===== src/lbs_pkg.sv =====
// lbs_pkg: shared types, codes and constants for the letterbox nearest-neighbor scaler.
// No dependencies; imported by every module of the block.
`default_nettype none

package lbs_pkg;

  localparam int SRC_MAX_W_DEF = 256;
  localparam int SRC_MAX_H_DEF = 256;
  localparam int WIN_MAX_DEF   = 2048;

  localparam int IMG_REG_W  = 9;
  localparam int WIN_REG_W  = 12;
  localparam int CFG_DATA_W = 12;
  localparam int POS_W      = 11;
  localparam int COLOR_W    = 32;

  localparam logic [IMG_REG_W-1:0] IMG_W_RST = 9'd256;
  localparam logic [IMG_REG_W-1:0] IMG_H_RST = 9'd256;
  localparam logic [WIN_REG_W-1:0] WIN_W_RST = 12'd1280;
  localparam logic [WIN_REG_W-1:0] WIN_H_RST = 12'd800;

  localparam logic [COLOR_W-1:0] COLOR_BORDER     = 32'hFFFF_FFFF;
  localparam logic [COLOR_W-1:0] COLOR_BACKGROUND = 32'hFF20_2020;

  typedef enum logic [1:0] {
    CFG_IMAGE_W,
    CFG_IMAGE_H,
    CFG_WINDOW_W,
    CFG_WINDOW_H
  } cfg_idx_e;

  typedef enum logic {
    CMD_LOAD,
    CMD_RENDER
  } cmd_e;

  typedef enum logic [1:0] {
    REGION_LOAD,
    REGION_BACKGROUND,
    REGION_IMAGE,
    REGION_BORDER
  } region_e;

  typedef struct packed {
    cmd_e             cmd;
    logic [7:0]       red;
    logic [7:0]       green;
    logic [7:0]       blue;
    logic [7:0]       alpha;
    logic [POS_W-1:0] pos_x;
    logic [POS_W-1:0] pos_y;
  } in_item_t;

  typedef struct packed {
    logic [COLOR_W-1:0] pixel_color;
    region_e            region;
  } out_item_t;

endpackage

`default_nettype wire


===== src/lbs_div_pipe.sv =====
// lbs_div_pipe: pipelined restoring divider for both axes, one quotient bit per stage.
// Carries item sideband alongside; stalls as a whole on adv_i. Depends on lbs_pkg.
`default_nettype none

module lbs_div_pipe #(
  parameter int QW     = 9,
  parameter int DVW    = 21,
  parameter int DSW    = 12,
  parameter int SIDE_W = 50
) (
  input  wire logic              clk_i,
  input  wire logic              rst_ni,
  input  wire logic              adv_i,
  input  wire logic              valid_i,
  input  wire logic [DVW-1:0]    dvx_i,
  input  wire logic [DVW-1:0]    dvy_i,
  input  wire logic [DSW-1:0]    dsx_i,
  input  wire logic [DSW-1:0]    dsy_i,
  input  wire logic [SIDE_W-1:0] side_i,
  output logic                   valid_o,
  output logic [QW-1:0]          qx_o,
  output logic [QW-1:0]          qy_o,
  output logic [SIDE_W-1:0]      side_o
);
  import lbs_pkg::*;

  localparam int EW = DVW + QW;

  logic [QW-1:0]     v_q;
  logic [DVW-1:0]    rx_q [QW];
  logic [DVW-1:0]    ry_q [QW];
  logic [QW-1:0]     qx_q [QW];
  logic [QW-1:0]     qy_q [QW];
  logic [SIDE_W-1:0] sd_q [QW];

  for (genvar k = 0; k < QW; k++) begin : g_stage
    localparam int B = QW - 1 - k;
    logic              v_in;
    logic [DVW-1:0]    rx_in, ry_in, rx_d, ry_d;
    logic [QW-1:0]     qx_in, qy_in, qx_d, qy_d;
    logic [SIDE_W-1:0] sd_in;
    logic [EW-1:0]     tx, ty;
    logic              gx, gy;

    if (k == 0) begin : g_head
      assign v_in  = valid_i;
      assign rx_in = dvx_i;
      assign ry_in = dvy_i;
      assign qx_in = '0;
      assign qy_in = '0;
      assign sd_in = side_i;
    end else begin : g_body
      assign v_in  = v_q[k-1];
      assign rx_in = rx_q[k-1];
      assign ry_in = ry_q[k-1];
      assign qx_in = qx_q[k-1];
      assign qy_in = qy_q[k-1];
      assign sd_in = sd_q[k-1];
    end

    always_comb begin
      tx   = EW'(dsx_i) << B;
      ty   = EW'(dsy_i) << B;
      gx   = (EW'(rx_in) >= tx);
      gy   = (EW'(ry_in) >= ty);
      rx_d = gx ? DVW'(EW'(rx_in) - tx) : rx_in;
      ry_d = gy ? DVW'(EW'(ry_in) - ty) : ry_in;
      qx_d = qx_in;
      qy_d = qy_in;
      qx_d[B] = gx;
      qy_d[B] = gy;
    end

    always_ff @(posedge clk_i or negedge rst_ni) begin
      if (!rst_ni) begin
        v_q[k] <= 1'b0;
      end else if (adv_i) begin
        v_q[k] <= v_in;
      end
    end

    always_ff @(posedge clk_i) begin
      if (adv_i) begin
        rx_q[k] <= rx_d;
        ry_q[k] <= ry_d;
        qx_q[k] <= qx_d;
        qy_q[k] <= qy_d;
        sd_q[k] <= sd_in;
      end
    end
  end

  assign valid_o = v_q[QW-1];
  assign qx_o    = qx_q[QW-1];
  assign qy_o    = qy_q[QW-1];
  assign side_o  = sd_q[QW-1];

endmodule

`default_nettype wire


===== config.mk =====
export PLATFORM = sky130hd
export DESIGN_NAME = lbs_div_pipe
export DESIGN_NICKNAME = d
export VERILOG_FILES = /design/src/lbs_pkg.sv /design/src/lbs_div_pipe.sv
export SDC_FILE = /design/constraint.sdc
export NUM_CORES = 1
export LEC_CHECK = 0
export BUFFER_PORTS_ARGS = -buffer_cell sky130_fd_sc_hd__buf_4
export CORE_MARGIN = 2
export CORE_UTILIZATION = 60
export DETAILED_ROUTE_END_ITERATION = 8
export GPL_TIMING_DRIVEN = 0
export PLACE_DENSITY = 0.87
export SETUP_SLACK_MARGIN = 0.2
export SYNTH_ARGS = -nofsm -noshare
export SYNTH_HDL_FRONTEND = slang
export SYNTH_SLANG_ARGS = --single-unit

===== constraint.sdc =====
create_clock -name clk_i -period 3.4 [get_ports clk_i]
set_clock_uncertainty 0.05 [all_clocks]
set_input_delay 0 -clock clk_i [delete_from_list [all_inputs] [get_ports clk_i]]
set_output_delay 0 -clock clk_i [all_outputs]
set_load 0.005 [all_outputs]

==> results.ini <==
[outcome]
status = finished, final reports clean

[worst_setup_path]
crit_path_start = rx_q[0][127]$_DFFE_PP_
reg2reg_depth = 12
worstSetupPathType = register to register
r2r_end = rx_q[0][155]$_DFFE_PP_
cp.arrival_ps = 3470
worstPathRequired_ps = 3750
rr_startpoint = rx_q[0][127]$_DFFE_PP_
cp-end-kind = register
cp-start-kind = register
r2r_slack_ps = 280
crit_fanout = 10

[synthesis]
synth_edf_count = 876
ys_types = 79
avgSynthCellArea_um2 = 14.2
yosysSeqAreaShare_pct = 66.8
yosysWarnings = 0
synth_top_flop_cell = edfxtp_1
netlist_instances = 2798
syn-cell-area_mm2 = 0.0397
ys_async_sr_fraction_pct = 1.02
synth-seq-cells = 885
syn_nets = 3150

[clock_tree]
cts_inserted_buffers = 90
cts.path.max_buffers = 3
clk_latency_ps = 640
cts_tree = yes
cts_sinks = 885
clkTransAtPathRegs_ps = 60
root_buffer = clkbuf_16
h-tree-depth = 3

[detailed_routing]
wl_per_cell_um = 20.2
vias = 25100
first_iter_violations = 2283
ant_nets = 0
drt_wl_total_um = 84100
drt_first_pass_iters = 6
drc = 0
vias_per_cell = 6.03

[layout]
area_delta_synth_final_pct = 18.3
nets = 3573
final_area_mm2 = 0.0470
final_layout_size_suffix_gt1_share_pct = 14.9

[power_and_ir_drop]
switching_share_pct = 29.6
p_comb_share_pct = 25.8
p_sw_mw = 10.1
pwr-share-clk_pct = 29.3
p_per_area_mw_per_mm2 = 722
p_leak_nw = 17.4
seqPwrFrac_pct = 44.9
ir_drop_mv = 0.432
internal_power_mw = 23.9
total_power_mw = 33.9

[timing]
drv_slew = 0
post-route-period-util_pct = 91.7
setup-violations-final = 0
rsz0062_at_grt = true
maxSlewHeadroom_pct = 44.9
period_minus_slack_ps = 3120
timing.fmax_ghz = 0.321
tns_ps = 0
worstMarginPinSlew_ps = 814
finalHoldViolCount = 0

[global_route]
grt_antenna_before_repair = 2
grt_max_degree = 139
grt-ovfl-total = 0
first_global_vias = 25200
grt_pass1_wl_um = 131000
grt_use_total_pct = 24.5

[placed_design]
place.gp.congestion = 0.950
io_buffer_count = 188
place_hpwl_um = 55200
placed_area_mm2 = 0.0424

[die]
io-pin-count = 189
core_area_mm2 = 0.0656
die_w_um = 261
start_util_pct = 60.5
dieArea_mm2 = 0.0683
die_y_um = 261
rows = 94

[min_path]
hold_end = sd_q[0][6]$_DFFE_PP_
hold_start = side_i[6]
hold_depth = 2
worstHoldPathType = primary input to register

[run]
cap_violations = 0

-- metal layers --
layer  vias to the layer above  GRT usage [%]  part of all wire [%]
li1                      11600              -                     -
met1                     12300           30.6                    40
met2                      1041           43.3                    51
met3                       194           4.05                   6.1
met4                         0           8.43                   3.1
met5                         -              0                     0
-- Yosys cell counts, types with 13 or more instances --
cell type	count	area (µm²)
edfxtp_1	876	26300
nor2_1	217	815
ha_1	216	2700
a21oi_1	172	861
o21ai_0	155	776
nand2_1	154	578
xnor2_1	98	858
inv_1	91	342
xor2_1	90	788
mux2_2	66	743
a21o_1	49	368
nor3_1	47	235
nand3_1	42	210
o21a_1	42	315
clkbuf_1	37	139
nor4_1	37	231
nor2b_1	36	225
nand2b_1	35	219
a211oi_1	24	180
or3_1	22	138
nand4_1	21	131
o31ai_1	21	158
o31a_1	17	149
fa_1	16	320
a31oi_1	15	93.8
o21bai_1	13	97.6
-- cells in the final DEF, fill, tap and decap left out, types with 11 or more instances in the layout --
cell type	netlist	layout
nand4b_1	11	11
clkbuf_2	0	14
nand2_1	154	153
dlygate4sd3_1	0	123
o31ai_1	21	21
nor4_1	37	33
nand2b_1	35	35
o21ai_0	155	153
buf_4	0	199
clkbuf_16	0	90
clkinv_2	0	15
clkinv_1	1	15
a31oi_1	15	12
inv_1	91	90
nand3_1	42	41
nand4_1	21	21
o31a_1	17	17
xor2_1	90	90
nor3_1	47	46
edfxtp_1	876	876
fa_1	16	16
o21bai_1	13	13
clkbuf_1	37	33
a211oi_1	24	22
mux2_2	66	64
o211ai_1	11	11
or3_1	22	22
a21oi_1	172	170
nor2b_1	36	36
o21a_1	42	42
or4_1	11	11
xnor2_1	98	98
ha_1	216	214
nor2_1	217	215
a21o_1	49	49
-- through the flow --
stage	hold WS [ps]	std cells	util (%)	setup WS, ps
floorplan	-346	2798	-	286
global placement	-224	3850	64.3	-5010
detailed placement	-214	3857	64.6	-354
CTS	0.575	4153	71.4	143
global route	6.46	4160	71.6	164
finish	20.4	4160	71.6	283
-- power by group through the flow --
stage	Clock (mW)	Combinational, mW	Sequential (mW)
global placement	0	7.68	15.4
finish	9.93	8.75	15.2
floorplan	0	6.18	15.0
global route	10.5	9.61	15.4
detailed placement	0	8.11	15.4
CTS	10.1	8.44	15.2
-- worst max-delay path, stage by stage (launching register included) --
cell and delay, ps:
edfxtp_1 380, inv_1 70, ha_1 150, inv_1 60
fa_1 430, a21oi_2 210, o22ai_2 150, o41ai_4 290
buf_4 200, o211ai_1 120, buf_4 220, clkbuf_2 210
mux2_2 320
-- worst max path at each step --
stage	slack [ps]	cells past startpoint	to
6_report	280	12	rx_q[0][155]$_DFFE_PP_
5_1_grt	160	11	ry_q[0][19]$_DFFE_PP_
4_1_cts	140	9	ry_q[0][144]$_DFFE_PP_
3_5_place_dp	-350	11	rx_q[0][39]$_DFFE_PP_
3_3_place_gp	-5010	3	valid_o$_DFFE_PN0P_
2_1_floorplan	290	7	ry_q[0][138]$_DFFE_PP_
-- registers in the layout, indices dropped and copies added, names as in the netlist --
signal        cells
qx_q             45
g_stage.v_in      8
rx_q            168
qy_q             45
ry_q            168
valid_o           1
sd_q            450
-- area by class of cell --
class / instances / area [µm²]
clock buffers: 110 / 2360
repair buffers: 331 / 2950
multi-input cells: 1780 / 12900
well taps: 864 / 1080
inverters: 93 / 354
plain buffers: 40 / 195
fillers: 4111 / 18600
diodes: 1 / 2.50
clock inverters: 56 / 649
flip-flops and latches: 885 / 26500
-- kinds of logic after synthesis --
kind of cell | synth area share [%]
fa+ha+maj | 7.61
compound gates | 9.55
flops | 66.8
xor+xnor | 4.14
mux | 2.11
buf+inv | 1.28
simple gates | 8.52
-- repair_timing --
action | CTS | global route
hold buffers | 123 | 0
hold endpoints to repair | 162 | 0
buffers inserted | 7 | 6
setup endpoints to repair | 126 | 160
pin swaps | 5 | 7
resized for setup | 32 | 59
No activity file was read; power rests on OpenSTA's default activity.
