`src/lbs_pkg.sv`:
```
// lbs_pkg: shared types, codes and constants for the letterbox nearest-neighbor scaler.
// No dependencies; imported by every module of the block.
`default_nettype none

package lbs_pkg;

  localparam int SRC_MAX_W_DEF = 256;
  localparam int SRC_MAX_H_DEF = 256;
  localparam int WIN_MAX_DEF   = 2048;

  localparam int IMG_REG_W  = 9;
  localparam int WIN_REG_W  = 12;
  localparam int CFG_DATA_W = 12;
  localparam int POS_W      = 11;
  localparam int COLOR_W    = 32;

  localparam logic [IMG_REG_W-1:0] IMG_W_RST = 9'd256;
  localparam logic [IMG_REG_W-1:0] IMG_H_RST = 9'd256;
  localparam logic [WIN_REG_W-1:0] WIN_W_RST = 12'd1280;
  localparam logic [WIN_REG_W-1:0] WIN_H_RST = 12'd800;

  localparam logic [COLOR_W-1:0] COLOR_BORDER     = 32'hFFFF_FFFF;
  localparam logic [COLOR_W-1:0] COLOR_BACKGROUND = 32'hFF20_2020;

  typedef enum logic [1:0] {
    CFG_IMAGE_W,
    CFG_IMAGE_H,
    CFG_WINDOW_W,
    CFG_WINDOW_H
  } cfg_idx_e;

  typedef enum logic {
    CMD_LOAD,
    CMD_RENDER
  } cmd_e;

  typedef enum logic [1:0] {
    REGION_LOAD,
    REGION_BACKGROUND,
    REGION_IMAGE,
    REGION_BORDER
  } region_e;

  typedef struct packed {
    cmd_e             cmd;
    logic [7:0]       red;
    logic [7:0]       green;
    logic [7:0]       blue;
    logic [7:0]       alpha;
    logic [POS_W-1:0] pos_x;
    logic [POS_W-1:0] pos_y;
  } in_item_t;

  typedef struct packed {
    logic [COLOR_W-1:0] pixel_color;
    region_e            region;
  } out_item_t;

endpackage

`default_nettype wire

```
`src/lbs_geom.sv`:
```
// lbs_geom: configuration registers and fit-rectangle geometry (size, offsets, pixel count).
// Sequential restoring divider, one quotient bit per cycle. Depends on lbs_pkg.
`default_nettype none

module lbs_geom #(
  parameter int SRC_MAX_W = lbs_pkg::SRC_MAX_W_DEF,
  parameter int SRC_MAX_H = lbs_pkg::SRC_MAX_H_DEF,
  parameter int WIN_MAX   = lbs_pkg::WIN_MAX_DEF,
  parameter int SW        = $clog2(SRC_MAX_W + 1),
  parameter int SH        = $clog2(SRC_MAX_H + 1),
  parameter int WB        = $clog2(WIN_MAX + 1),
  parameter int TW        = $clog2(SRC_MAX_W * SRC_MAX_H + 1)
) (
  input  wire logic                            clk_i,
  input  wire logic                            rst_ni,
  input  wire logic                            cfg_we_i,
  input  wire lbs_pkg::cfg_idx_e               cfg_idx_i,
  input  wire logic [lbs_pkg::CFG_DATA_W-1:0]  cfg_data_i,
  output logic                                 busy_o,
  output logic [SW-1:0]                        iw_o,
  output logic [SH-1:0]                        ih_o,
  output logic [WB-1:0]                        ww_o,
  output logic [WB-1:0]                        wh_o,
  output logic [WB-1:0]                        dw_o,
  output logic [WB-1:0]                        dh_o,
  output logic [WB-1:0]                        ox_o,
  output logic [WB-1:0]                        oy_o,
  output logic [TW-1:0]                        total_o
);
  import lbs_pkg::*;

  localparam int MW  = (SW > SH) ? SW : SH;
  localparam int DDW = MW + WB;
  localparam int CW  = $clog2(DDW + 1);

  typedef enum logic [2:0] {
    G_CLAMP,
    G_MUL,
    G_DIV1,
    G_CHK,
    G_DIV2,
    G_SET2,
    G_FIN,
    G_IDLE
  } geom_state_e;

  geom_state_e          state_q;
  logic [IMG_REG_W-1:0] cfg_iw_q, cfg_ih_q;
  logic [WIN_REG_W-1:0] cfg_ww_q, cfg_wh_q;
  logic [SW-1:0]        iw_q;
  logic [SH-1:0]        ih_q;
  logic [WB-1:0]        ww_q, wh_q, dw_q, dh_q, ox_q, oy_q;
  logic [TW-1:0]        total_q;
  logic [DDW-1:0]       quo_q, quo_d;
  logic [MW-1:0]        rem_q, rem_d, dvs_q;
  logic [CW-1:0]        cnt_q;

  logic [31:0]          iw_x, ih_x, ww_x, wh_x;
  logic [SW-1:0]        iw_c;
  logic [SH-1:0]        ih_c;
  logic [WB-1:0]        ww_c, wh_c;
  logic [MW:0]          rem_sh;
  logic                 ge;

  always_comb begin
    iw_x = 32'(cfg_iw_q);
    ih_x = 32'(cfg_ih_q);
    ww_x = 32'(cfg_ww_q);
    wh_x = 32'(cfg_wh_q);
    if (iw_x == 32'd0) iw_x = 32'd1;
    else if (iw_x > 32'(SRC_MAX_W)) iw_x = 32'(SRC_MAX_W);
    if (ih_x == 32'd0) ih_x = 32'd1;
    else if (ih_x > 32'(SRC_MAX_H)) ih_x = 32'(SRC_MAX_H);
    if (ww_x == 32'd0) ww_x = 32'd1;
    else if (ww_x > 32'(WIN_MAX)) ww_x = 32'(WIN_MAX);
    if (wh_x == 32'd0) wh_x = 32'd1;
    else if (wh_x > 32'(WIN_MAX)) wh_x = 32'(WIN_MAX);
    iw_c = SW'(iw_x);
    ih_c = SH'(ih_x);
    ww_c = WB'(ww_x);
    wh_c = WB'(wh_x);
  end

  // one restoring step: shift in next dividend bit, subtract when it fits
  always_comb begin
    rem_sh = {rem_q, quo_q[DDW-1]};
    ge     = (rem_sh >= {1'b0, dvs_q});
    rem_d  = ge ? MW'(rem_sh - {1'b0, dvs_q}) : MW'(rem_sh);
    quo_d  = {quo_q[DDW-2:0], ge};
  end

  always_ff @(posedge clk_i or negedge rst_ni) begin
    if (!rst_ni) begin
      state_q  <= G_CLAMP;
      cfg_iw_q <= IMG_W_RST;
      cfg_ih_q <= IMG_H_RST;
      cfg_ww_q <= WIN_W_RST;
      cfg_wh_q <= WIN_H_RST;
      iw_q     <= '0;
      ih_q     <= '0;
      ww_q     <= '0;
      wh_q     <= '0;
      dw_q     <= '0;
      dh_q     <= '0;
      ox_q     <= '0;
      oy_q     <= '0;
      total_q  <= '0;
      quo_q    <= '0;
      rem_q    <= '0;
      dvs_q    <= '0;
      cnt_q    <= '0;
    end else if (cfg_we_i) begin
      unique case (cfg_idx_i)
        CFG_IMAGE_W:  cfg_iw_q <= cfg_data_i[IMG_REG_W-1:0];
        CFG_IMAGE_H:  cfg_ih_q <= cfg_data_i[IMG_REG_W-1:0];
        CFG_WINDOW_W: cfg_ww_q <= cfg_data_i[WIN_REG_W-1:0];
        CFG_WINDOW_H: cfg_wh_q <= cfg_data_i[WIN_REG_W-1:0];
        default:      cfg_iw_q <= cfg_iw_q;
      endcase
      state_q <= G_CLAMP;
    end else begin
      unique case (state_q)
        G_CLAMP: begin
          iw_q    <= iw_c;
          ih_q    <= ih_c;
          ww_q    <= ww_c;
          wh_q    <= wh_c;
          state_q <= G_MUL;
        end
        G_MUL: begin
          quo_q   <= DDW'(ih_q) * DDW'(ww_q);
          total_q <= TW'(iw_q) * TW'(ih_q);
          rem_q   <= '0;
          dvs_q   <= MW'(iw_q);
          cnt_q   <= CW'(DDW);
          state_q <= G_DIV1;
        end
        G_DIV1, G_DIV2: begin
          quo_q <= quo_d;
          rem_q <= rem_d;
          cnt_q <= cnt_q - CW'(1);
          if (cnt_q == CW'(1)) begin
            state_q <= (state_q == G_DIV1) ? G_CHK : G_SET2;
          end
        end
        G_CHK: begin
          if (quo_q > DDW'(wh_q)) begin
            dh_q    <= wh_q;
            quo_q   <= DDW'(iw_q) * DDW'(wh_q);
            rem_q   <= '0;
            dvs_q   <= MW'(ih_q);
            cnt_q   <= CW'(DDW);
            state_q <= G_DIV2;
          end else begin
            dw_q    <= ww_q;
            dh_q    <= (quo_q == '0) ? WB'(1) : WB'(quo_q);
            state_q <= G_FIN;
          end
        end
        G_SET2: begin
          dw_q    <= (quo_q == '0) ? WB'(1) : WB'(quo_q);
          state_q <= G_FIN;
        end
        G_FIN: begin
          ox_q    <= (ww_q - dw_q) >> 1;
          oy_q    <= (wh_q - dh_q) >> 1;
          state_q <= G_IDLE;
        end
        G_IDLE: begin
          state_q <= G_IDLE;
        end
        default: begin
          state_q <= G_CLAMP;
        end
      endcase
    end
  end

  assign busy_o  = (state_q != G_IDLE);
  assign iw_o    = iw_q;
  assign ih_o    = ih_q;
  assign ww_o    = ww_q;
  assign wh_o    = wh_q;
  assign dw_o    = dw_q;
  assign dh_o    = dh_q;
  assign ox_o    = ox_q;
  assign oy_o    = oy_q;
  assign total_o = total_q;

endmodule

`default_nettype wire

```
`config.mk`:
```
export PLATFORM = sky130hd
export DESIGN_NAME = lbs_geom
export DESIGN_NICKNAME = d
export VERILOG_FILES = /design/src/lbs_pkg.sv /design/src/lbs_geom.sv
export SDC_FILE = /design/constraint.sdc
export NUM_CORES = 1
export LEC_CHECK = 0
export ABC_AREA = 0
export BUFFER_PORTS_ARGS = -buffer_cell sky130_fd_sc_hd__buf_2
export CAP_MARGIN = 40
export CORE_MARGIN = 4
export CORE_UTILIZATION = 63
export CTS_CLUSTER_DIAMETER = 80
export DETAILED_ROUTE_END_ITERATION = 10
export MAX_ROUTING_LAYER = met4
export PLACE_DENSITY_LB_ADDON = 0.05
export SLEW_MARGIN = 0
export SYNTH_ARGS = -nofsm -noshare
export SYNTH_HDL_FRONTEND = slang
export SYNTH_SLANG_ARGS = --single-unit
```
`constraint.sdc`:
```
create_clock -name clk_i -period 6.6 [get_ports clk_i]
set_clock_uncertainty 0.1 [all_clocks]
set_input_delay 0.33 -clock clk_i [delete_from_list [all_inputs] [get_ports clk_i]]
set_output_delay 0.33 -clock clk_i [all_outputs]
set_load 0.03 [all_outputs]
```
==> qor.csv <==
metric;value;unit
fillers;2431;
grt_overflow_total;0;
slew_viol_final;0;
power_density;490.9;nW/um^2
synthFlopType;dfrtp_1;
synth-edff-count;0;
grt_pass1_wl;83170;um
critical-path-slowest-cell;dfrtp_1;
pin_count;125;
wl_per_cell;19.49;um
postSynth.asyncResetShare;100.0;%
start_util;64.48;%
post_synth.cell_area_avg;9.065;um^2
relSlewSlack;37.04;%
routed_wl;50460;um
fp.dieH;182.9;um
tightest_slew;944.4;ps
cts_buffers;17;
crit_path_max_incr_delay;950;ps
p_leak;0.01079;uW
clock-root-buffer;clkbuf_16;
syn2layout_area_growth;7.866;%
place_area;20160;um^2
initialDrtViolationCount;1236;
cts_setup_buffers;0;
hold_viol_final;0;
die_w;182.9;um
cts.sinks;194;
drt-vias-per-instance;5.883;
htreeDepth;4;
antenna_found_initial;2;
yosysWarnings;0;
ctsResizeCount;0;
dr.pass1.iters;5;
fin_crit;5614;ps
cts_tree;yes;
rsz0062_at_grt;false;
yosysUniqueCellTypes;69;
rows;63;
placed_cells;2555;
drc;0;
worstPathCellList;nand2_1 > fa_1 > inv_1 > fa_1 > inv_1 > fa_1 > inv_1 > fa_1 > ha_1 > o21a_1 > o31a_1 > o21ai_1 > a211oi_1 > or3_1 > o22ai_1 > a221oi_1 > a21oi_1;
setup_viol;0;
place.gp.congestion;0.9310;
grt_pass1_vias;15650;
postLayoutCellArea;20780;um^2
postRouteAntennaNets;0;
clkLatencyLatePin;470;ps
max_freq;0.1781;GHz
finalPower;10200;uW
cap_violations;0;
path_class;register to register;
grtUsageTotal;32.14;%
via_count;15230;
fin_cells;2589;
worstHoldPathType;primary input to register;
clockBufferDepth;2;
outcome;completed;
grt_max_degree;92;
cp_max_fo;24;
io_buffers;122;
cp-start-kind;register;
r2r_slack;990;ps
core_area;29870;um^2
drive_gt1_share;11.97;%
arrival;5840;ps
synthCells;2125;
synth_seq_area_share;25.25;%
fin_setup_tns;0;ps
fin_crit_sh;85.06;%
dp.final_hpwl;37970;um
path_buf_inv;3;
cts.clk_slew.worst_paths;80;ps
utilization;69.55;%
worstPathRequired;6820;ps
crit_path_end_kind;register;
ys_ff_latch;194;
die_area;33440;um^2
path_delay_family;adder cells;
vdd_ir_drop_max;0.0002785;V
mappedNetlistArea;19260;um^2
crit_top_cell;fa_1;
nets;2557;
==> final timing paths <==
| path | from | endpoint | depth (start not counted) |
|---|---|---|---|
| max | ih_o[0] | quo_q[18] | 17 |
| min | cfg_data_i[11] | cfg_ww_q[11] | 2 |
| max reg2reg | ih_o[0] | quo_q[18] | 17 |
| min reg2reg | oy_o[10] | oy_o[10] | 2 |
| max in group asynchronous | rst_ni | cfg_ww_q[0] | 3 |
| min in group asynchronous | rst_ni | state_q[0] | 2 |
==> Yosys cell counts (7+ instances only) <==
library cell,count,area share (%)
nor2_1,75,1.5
o21ai_0,111,2.9
clkbuf_1,89,1.7
a22o_1,14,0.64
o21a_1,16,0.62
xor2_1,25,1.1
and2_1,144,4.7
fa_1,194,20
nor2b_1,18,0.58
dfrtp_1,187,24
a21oi_1,87,2.3
mux2i_1,38,2.0
dfstp_2,7,0.95
buf_1,8,0.16
and3_1,8,0.26
ha_1,161,10
or2_2,7,0.23
nand2_1,277,5.4
a211oi_1,11,0.43
or3_1,8,0.26
nand3_1,18,0.47
nand2b_1,27,0.88
inv_1,324,6.3
mux2_2,54,3.2
o31ai_1,14,0.55
a21o_1,15,0.58
buf_2,9,0.23
xnor2_1,30,1.4
nor4_1,11,0.36
a31oi_1,13,0.42
nor3_1,31,0.81
a221oi_1,10,0.45
==> layout make-up <==
| class | instances | area (um^2) | area share [%] |
|---|---|---|---|
| clock inverters | 14 | 176.4 | 0.8490 |
| inverters | 324 | 1216 | 5.853 |
| well taps | 390 | 488.0 | 2.348 |
| diodes | 1 | 2.502 | 0.01204 |
| flip-flops and latches | 194 | 4863 | 23.41 |
| multi-input cells | 1499 | 12760 | 61.42 |
| clock buffers | 18 | 429.2 | 2.065 |
| repair buffers | 149 | 840.8 | 4.046 |
==> worst reg2reg max path, cell delays in order, from the launching register on <==
cell and delay [ps]:
dfrtp_1 950, nand2_1 200, fa_1 570, inv_1 50
fa_1 520, inv_1 60, fa_1 550, inv_1 50
fa_1 440, ha_1 340, o21a_1 130, o31a_1 180
o21ai_1 130, a211oi_1 470, or3_1 190, o22ai_1 120
a221oi_1 360, a21oi_1 70
==> report_power, final <==
part | internal [uW] | switching (uW) | total [uW]
registers | 1630 | 909 | 2540
logic | 2640 | 3930 | 6560
clock network | 518 | 582 | 1100
==> sequential cells by signal, indices dropped and copies added, names as in the netlist <==
name      cells
wh_o         12
rem_q         9
cfg_ih_q      9
cfg_wh_q     12
dw_o         12
oy_o         11
total_o      17
state_q       3
cfg_iw_q      9
dh_o         12
ox_o         11
dvs_q         9
ih_o          9
quo_q        21
cfg_ww_q     12
iw_o          9
ww_o         12
cnt_q         5
==> cell families after synthesis <==
family	Yosys count	share of synthesized area, %
xor+xnor	55	2.501
buf+inv	433	8.554
mux	92	5.131
compound gates	346	11.42
other cells	1	0.01947
flops	194	25.25
simple gates	647	16.41
fa+ha+maj	357	30.72
==> per-layer routing <==
| layer | track usage [%] | wire length (um) | vias to the layer above |
|---|---|---|---|
| met3 | 5.851 | 3483 | 94 |
| met5 | - | 0 | - |
| met4 | 9.744 | 1436 | 0 |
| met1 | 44.35 | 22260 | 7639 |
| met2 | 49.18 | 23290 | 493 |
| li1 | - | - | 7005 |
==> per-stage QoR <==
step	setup slack [ps]	hold slack, ps
2_1_floorplan	1470	-65.59
3_3_place_gp	1274	352.1
3_5_place_dp	1158	347.7
4_1_cts	1063	5.858
5_1_grt	670.1	22.77
6_report	986.2	16.21
==> timing repair <==
| action | 4_1_cts | 5_1_grt |
|---|---|---|
| endpoints found under the setup margin | 0 | 0 |
| hold buffers | 1 | 0 |
| hold endpoints to repair | 89 | 0 |
==> layout by cell type (no fill, tap or decap), drive strengths merged, types with 12 or more instances in the layout <==
master	n
a22o	14
mux2i	38
nand2	277
nor2	75
and2	144
xnor2	30
nor4	12
a21o	15
o21ai	114
mux2	54
nor3	32
nand3	18
o21a	16
inv	331
nand2b	27
nor2b	18
ha	161
a31oi	13
clkbuf	19
xor2	25
a21oi	89
fa	194
dfrtp	187
buf	147
o31ai	14
Note: power is estimated with default switching activity, not from simulation.
